File: config.mk
export PLATFORM = sky130hd
export DESIGN_NAME = tdp_serial_div
export DESIGN_NICKNAME = d
export VERILOG_FILES = /design/src/hdl/tdp_pkg.sv /design/src/hdl/tdp_serial_div.sv
export VERILOG_INCLUDE_DIRS = /design/src /design/src/hdl
export SDC_FILE = /design/constraint.sdc
export NUM_CORES = 1
export LEC_CHECK = 0
export BUFFER_PORTS_ARGS = -buffer_cell sky130_fd_sc_hd__buf_4
export CORE_ASPECT_RATIO = 1.2
export CORE_MARGIN = 5
export CORE_UTILIZATION = 45
export DETAILED_ROUTE_END_ITERATION = 10
export PLACE_DENSITY = 0.7
export SYNTH_ARGS = -nofsm -noshare
export SYNTH_HDL_FRONTEND = slang
export SYNTH_SLANG_ARGS = --single-unit
File: constraint.sdc
create_clock -name clk -period 3.2 [get_ports clk]
set_input_delay 0.64 -clock clk [delete_from_list [all_inputs] [get_ports clk]]
set_output_delay 0.64 -clock clk [all_outputs]
set_load 0.05 [all_outputs]
File: src/hdl/assert_macros.svh
// assertion macros shared by the rtl files
// every macro expects clk and rst_n in the scope where it is used
`ifndef ASSERT_MACROS_SVH
`define ASSERT_MACROS_SVH

// property must hold at every clock edge outside reset
`define ASSERT_CLK(label, prop, msg) \
    label: assert property (@(posedge clk) disable iff (!rst_n) (prop)) \
        else $error(msg);

// condition must never be true at a clock edge outside reset
`define ASSERT_NEVER(label, cond, msg) \
    label: assert property (@(posedge clk) disable iff (!rst_n) !(cond)) \
        else $error(msg);

`endif

File: src/hdl/tdp_pkg.sv
// shared constants and types for the trial division prime test
// no dependencies
`default_nettype none

package tdp_pkg;

    localparam int DATA_WIDTH = 31;
    localparam int CNT_W      = $clog2(DATA_WIDTH + 1);

    typedef logic [DATA_WIDTH-1:0] data_t;

    typedef struct packed {
        data_t quotient;
        data_t remainder;
    } div_result_t;

    typedef enum logic [3:0] {
        S_IDLE   = 4'b0001,
        S_START  = 4'b0010,
        S_WAIT   = 4'b0100,
        S_FINISH = 4'b1000
    } state_t;

endpackage

`default_nettype wire

File: src/hdl/tdp_serial_div.sv
// radix-2 restoring divider, one quotient bit per cycle
// depends on tdp_pkg and assert_macros.svh
`default_nettype none

`include "assert_macros.svh"

module tdp_serial_div (
    input  wire logic               clk,
    input  wire logic               rst_n,
    input  wire logic               start,
    input  wire tdp_pkg::data_t     dividend,
    input  wire tdp_pkg::data_t     divisor,
    output logic                    done,
    output tdp_pkg::div_result_t    result
);

    logic                    busy_reg, busy_next;
    logic                    done_reg, done_next;
    logic [tdp_pkg::CNT_W-1:0] count_reg, count_next;
    tdp_pkg::data_t          quo_reg, quo_next;
    tdp_pkg::data_t          rem_reg, rem_next;

    logic [tdp_pkg::DATA_WIDTH:0] trial;
    logic [tdp_pkg::DATA_WIDTH:0] diff;
    logic                         fits;

    // shift the next dividend bit into the partial remainder
    assign trial = {rem_reg, quo_reg[tdp_pkg::DATA_WIDTH-1]};
    assign diff  = trial - {1'b0, divisor};
    // trial stays below twice the divisor, so a borrow shows in the top bit
    assign fits  = ~diff[tdp_pkg::DATA_WIDTH];

    always_comb
    begin
        busy_next  = busy_reg;
        done_next  = 1'b0;
        count_next = count_reg;
        quo_next   = quo_reg;
        rem_next   = rem_reg;
        if (start)
        begin
            busy_next  = 1'b1;
            count_next = tdp_pkg::CNT_W'(tdp_pkg::DATA_WIDTH);
            quo_next   = dividend;
            rem_next   = '0;
        end
        else if (busy_reg)
        begin
            quo_next   = {quo_reg[tdp_pkg::DATA_WIDTH-2:0], fits};
            rem_next   = fits ? diff[tdp_pkg::DATA_WIDTH-1:0]
                              : trial[tdp_pkg::DATA_WIDTH-1:0];
            count_next = count_reg - tdp_pkg::CNT_W'(1);
            if (count_reg == tdp_pkg::CNT_W'(1))
            begin
                busy_next = 1'b0;
                done_next = 1'b1;
            end
        end
    end

    always_ff @(posedge clk or negedge rst_n)
    begin
        if (!rst_n)
        begin
            busy_reg  <= 1'b0;
            done_reg  <= 1'b0;
            count_reg <= '0;
        end
        else
        begin
            busy_reg  <= busy_next;
            done_reg  <= done_next;
            count_reg <= count_next;
        end
    end

    always_ff @(posedge clk)
    begin
        quo_reg <= quo_next;
        rem_reg <= rem_next;
    end

    assign done             = done_reg;
    assign result.quotient  = quo_reg;
    assign result.remainder = rem_reg;

    `ASSERT_NEVER(a_done_while_busy, done_reg && busy_reg, "done raised during division")
    `ASSERT_NEVER(a_start_while_busy, start && busy_reg, "division restarted while busy")
    `ASSERT_CLK(a_rem_below_divisor, done_reg |-> (rem_reg < divisor),
        "remainder not below divisor")

endmodule

`default_nettype wire

# After elaboration in Yosys (flattened, before gate mapping)
# Cells that the tools add are included.
# op_classes
add_sub_neg,2
eq_ne,1
n_mux,11
n_bitwise,1
n_reduce_logical,1
# ops
op,n
31-bit two-way mux,3
32-bit by 31-bit subtractor with 32-bit output,1
5-bit two-way mux,2
1-bit two-way mux,6
5-bit by 1-bit == test with 1-bit output (second input constant),1
5-bit by 1-bit subtractor with 5-bit output (second input constant),1
2-bit nonzero test,1
1-bit inverter,1
# word_totals
ff_bits,69
input_bits,65
out_inout_bits,63

# Depth between registers and ports, before layout
# logic_depth
ltp_word,4
depth_mapped,14
mapped_depth_nobuf,12

# Worst setup path before layout
# OpenSTA, ideal clock, no wires.
# synth_timing
path_kind,input to register
from,input divisor[17]
to,register rem_reg[28]
arrival_time_ns,3.011
setup_slack_ns,0.073
cell_stages,14
n_path_buf,3
path_cell_list,inv_1 ha_1 buf_2 and4_1 nand4_2 or2_0 a211oi_2 o21bai_1 and2_4 o311ai_4 buf_6 buf_4 o21ai_0 a31o_2
# synth_between
elab_chain_cells,2
# synth_lines
element,line_no,text
start: declaration,tdp_serial_div.sv:12,"input wire tdp_pkg::data_t divisor,"
32-bit by 31-bit subtractor with 32-bit output,tdp_serial_div.sv:29,"assign diff = trial - {1'b0, divisor};"
31-bit two-way mux,tdp_serial_div.sv:50,rem_next = fits ? diff[tdp_pkg::DATA_WIDTH-1:0]
end signal: assignment,tdp_serial_div.sv:80,rem_reg <= rem_next;
end: declaration,tdp_serial_div.sv:21,"tdp_pkg::data_t rem_reg, rem_next;"
# Every way passes these cells.
# A chain may end at the register's enable or synchronous reset.

# Worst setup path in the final report
# layout_timing
from,input divisor[16]
to,register rem_reg[7]
# Same word-level chain as after synthesis.

==> impl_metrics.csv <==
group,metric,value,unit
cts,clock_latency,0.33,ns
sta,max_freq,0.336,GHz
finish,syn_to_final_growth,31.5,%
synth,synth_edf_count,31,
grt,gr-usage-all-layers,19.9,%
finish,utilization,60.9,%
floorplan,fp.dieW,105,um
worst_hold_path,hold_class,"primary input to asynchronous set/reset pin",
drt,drtIter0Drc,182,
synth,yosys.area.top_type,"edfxtp_1",
floorplan,core,10600,um2
setup_path,crit_path_start_kind,"primary input",
setup_path,critPathKind,"primary input to flip-flop",
cts,clk_pin_slew_worst_paths,0.06,ns
sta,worst_slack,0.224,ns
place,place_inst,789,
run_status,outcome,"completed",
cts,tritoncts,"built",
grt,grt-ovfl-total,0,
floorplan,fp.dieH,124,um
drt,vias,4395,
floorplan,die_area,13100,um2
sta,finClkSkew,0.00784,ns
finish,layout.nets,770,
setup_path,regToRegStartpoint,"rem_reg[15]",
setup_path,cp-end-kind,"flip-flop",
finish,diodes,0,
drt,first_pass_iters,4,
synth,syn_area,4890,um2
floorplan,fp-row-count,41,
setup_path,path_max_fanout,15,
place,gp_congestion,0.900,
grt,grt_pass1_wl,22000,um
cts,cts-resized-gates,0,
sta,slew_violations,0,
grt,grt_pass1_vias,4695,
synth,async_flop_share,10.1,%
drt,wl,13000,um
cts,post-cts-setup-buffers,0,
floorplan,initial_core_util,46.3,%
grt,antenna_found_initial,0,
place,io_buffers,127,
drt,drc,0,
sta,period_minus_slack,2.98,ns
drt,ant_nets,0,
synth,synthTopCellsByCount,"nor2_1, inv_1, a21oi_1",
sta,hold_viol_final,0,
synth,yosysSeqAreaShare,35.3,%
drt,wl_per_cell,16.2,um
cts,cts_root_buf,"clkbuf_16",
setup_path,regToRegSetupSlack,0.29,ns
sta,tightest_slew,0.661,ns
power_and_ir_drop,ir_worst_vdd,0.000348,V
synth,yosysWarnings,0,
cts,clkSinkCount,69,
synth,ys_types,60,
synth,synthCells,522,
sta,maxSlewHeadroom,55.7,%
setup_path,crit_path_start,"divisor[16]",
flow_run,maxCapViolCount,0,
sta,fin_crit_sh,93.0,%
synth,yosysMostFrequentCell,"nor2_1",
cts,htree_num_levels,3,
setup_path,cp_data_arrival_time,3.17,ns
grt,grt_max_degree,57,
finish,drive_above_1_share,32.2,%
power_and_ir_drop,power.density,798,nW/um2
synth,syn-num-nets,621,
sta,finalSetupViolations,0,
synth,yosys-top-cells-area,"edfxtp_1, dfxtp_1, ha_1",
place,dp_slack,-0.135,ns
cts,clockBufferDepth,2,
floorplan,pin_count,128,
synth,ys.flop_type,"edfxtp_1",
finish,fin_cells,805,
synth,synth_seq_cells,69,
cts,cts_buffers,9,
cts,postCtsHoldBufs,0,
setup_path,rr_endpoint,"rem_reg[7]",
place,dp_hpwl,10100,um
synth,netlist.area_leader.share,19.0,%
setup_path,crit_required,3.39,ns
synth,avgSynthCellArea,9.37,um2
drt,vias_per_cell,5.46,
sta,rsz0062_at_grt,"no",
setup_path,r2r.worst_path.cells,11,
power_and_ir_drop,leakage,3.03,nW
-- per-layer routing --
| layer | share of wire [%] | up-vias | track usage, % | routed length (um) |
|---|---|---|---|---|
| met4 | 1.6 | 0 | 6.25 | 210 |
| li1 | - | 2196 | - | - |
| met1 | 39 | 2036 | 21.6 | 5040 |
| met3 | 8.3 | 16 | 6.69 | 1080 |
| met5 | 0 | - | 0 | 0 |
| met2 | 51 | 147 | 36.0 | 6690 |
-- cell families (layout without fill, tap and decap cells) --
logic type	after synthesis	after routing	synth area share [%]
muxes	58	58	12.7
AOI/OAI and AO/OA	132	132	18.5
xor gates and xnor gates	31	31	5.55
and+or+nand+nor	127	127	12.6
DFF	69	69	35.3
adders and majority gates	34	34	8.85
buffers and inverters	71	225	6.55
-- cells in the final DEF (no fill, tap or decap), types with 7 or more instances in the layout --
cell / n
a211oi_1: 26
a21o_1: 11
a21oi_1: 34
buf_4: 163
clkbuf_16: 9
dfrtp_1: 7
dfxtp_1: 31
edfxtp_1: 31
ha_1: 33
inv_1: 45
mux2_2: 31
mux2i_1: 27
nand2_1: 31
nand2b_1: 12
nor2_1: 46
o21ai_0: 16
xnor2_1: 20
xor2_1: 11
-- metrics by stage --
| step | total power, mW | setup TNS [ns] | hold WS, ns | area [um2] |
|---|---|---|---|---|
| 4_1_cts | 5.18 | 0 | 0.0977 | 6430 |
| 2_1_floorplan | 3.43 | 0 | 0.344 | 4890 |
| 3_5_place_dp | 4.17 | -1.53 | 0.458 | 6150 |
| 5_1_grt | 5.46 | 0 | 0.106 | 6430 |
| 3_3_place_gp | 4.12 | -0.447 | 0.457 | 6150 |
| 6_report | 5.13 | 0 | 0.108 | 6430 |
-- report_power, final --
group | leakage [nW] | internal [mW] | switching [mW]
registers | 0.653 | 1.11 | 0.163
logic | 2.24 | 1.23 | 1.64
clock network | 0.131 | 0.599 | 0.385
total | 3.03 | 2.94 | 2.19
-- worst max-delay path, cell delays in order --
cell	delay [ns]
buf_4	0.08
inv_1	0.03
ha_1	0.30
and4_1	0.26
nand4_2	0.15
or2_0	0.26
a211oi_2	0.21
o21bai_1	0.10
and2_4	0.16
o311ai_4	0.33
buf_4	0.32
mux2i_1	0.24
a211oi_1	0.09
-- worst max-delay path by stage --
| stage | endpoint | slack (ns) |
|---|---|---|
| after floorplan | rem_reg[28] | 0.07 |
| after global placement | rem_reg[3] | -0.04 |
| after detailed placement | rem_reg[7] | -0.13 |
| after CTS | rem_reg[13] | 0.22 |
| after global routing | rem_reg[12] | 0.07 |
| final | rem_reg[7] | 0.22 |
-- area by class of cell --
class | count | area [um2]
clock buffer | 11 | 233
inverter | 45 | 169
timing repair buffer | 164 | 1240
tap | 129 | 161
sequential | 69 | 1730
fill | 920 | 4140
clock inverter | 5 | 52.6
multi-input combinational | 382 | 2850
(Power assumes the default switching activity.)
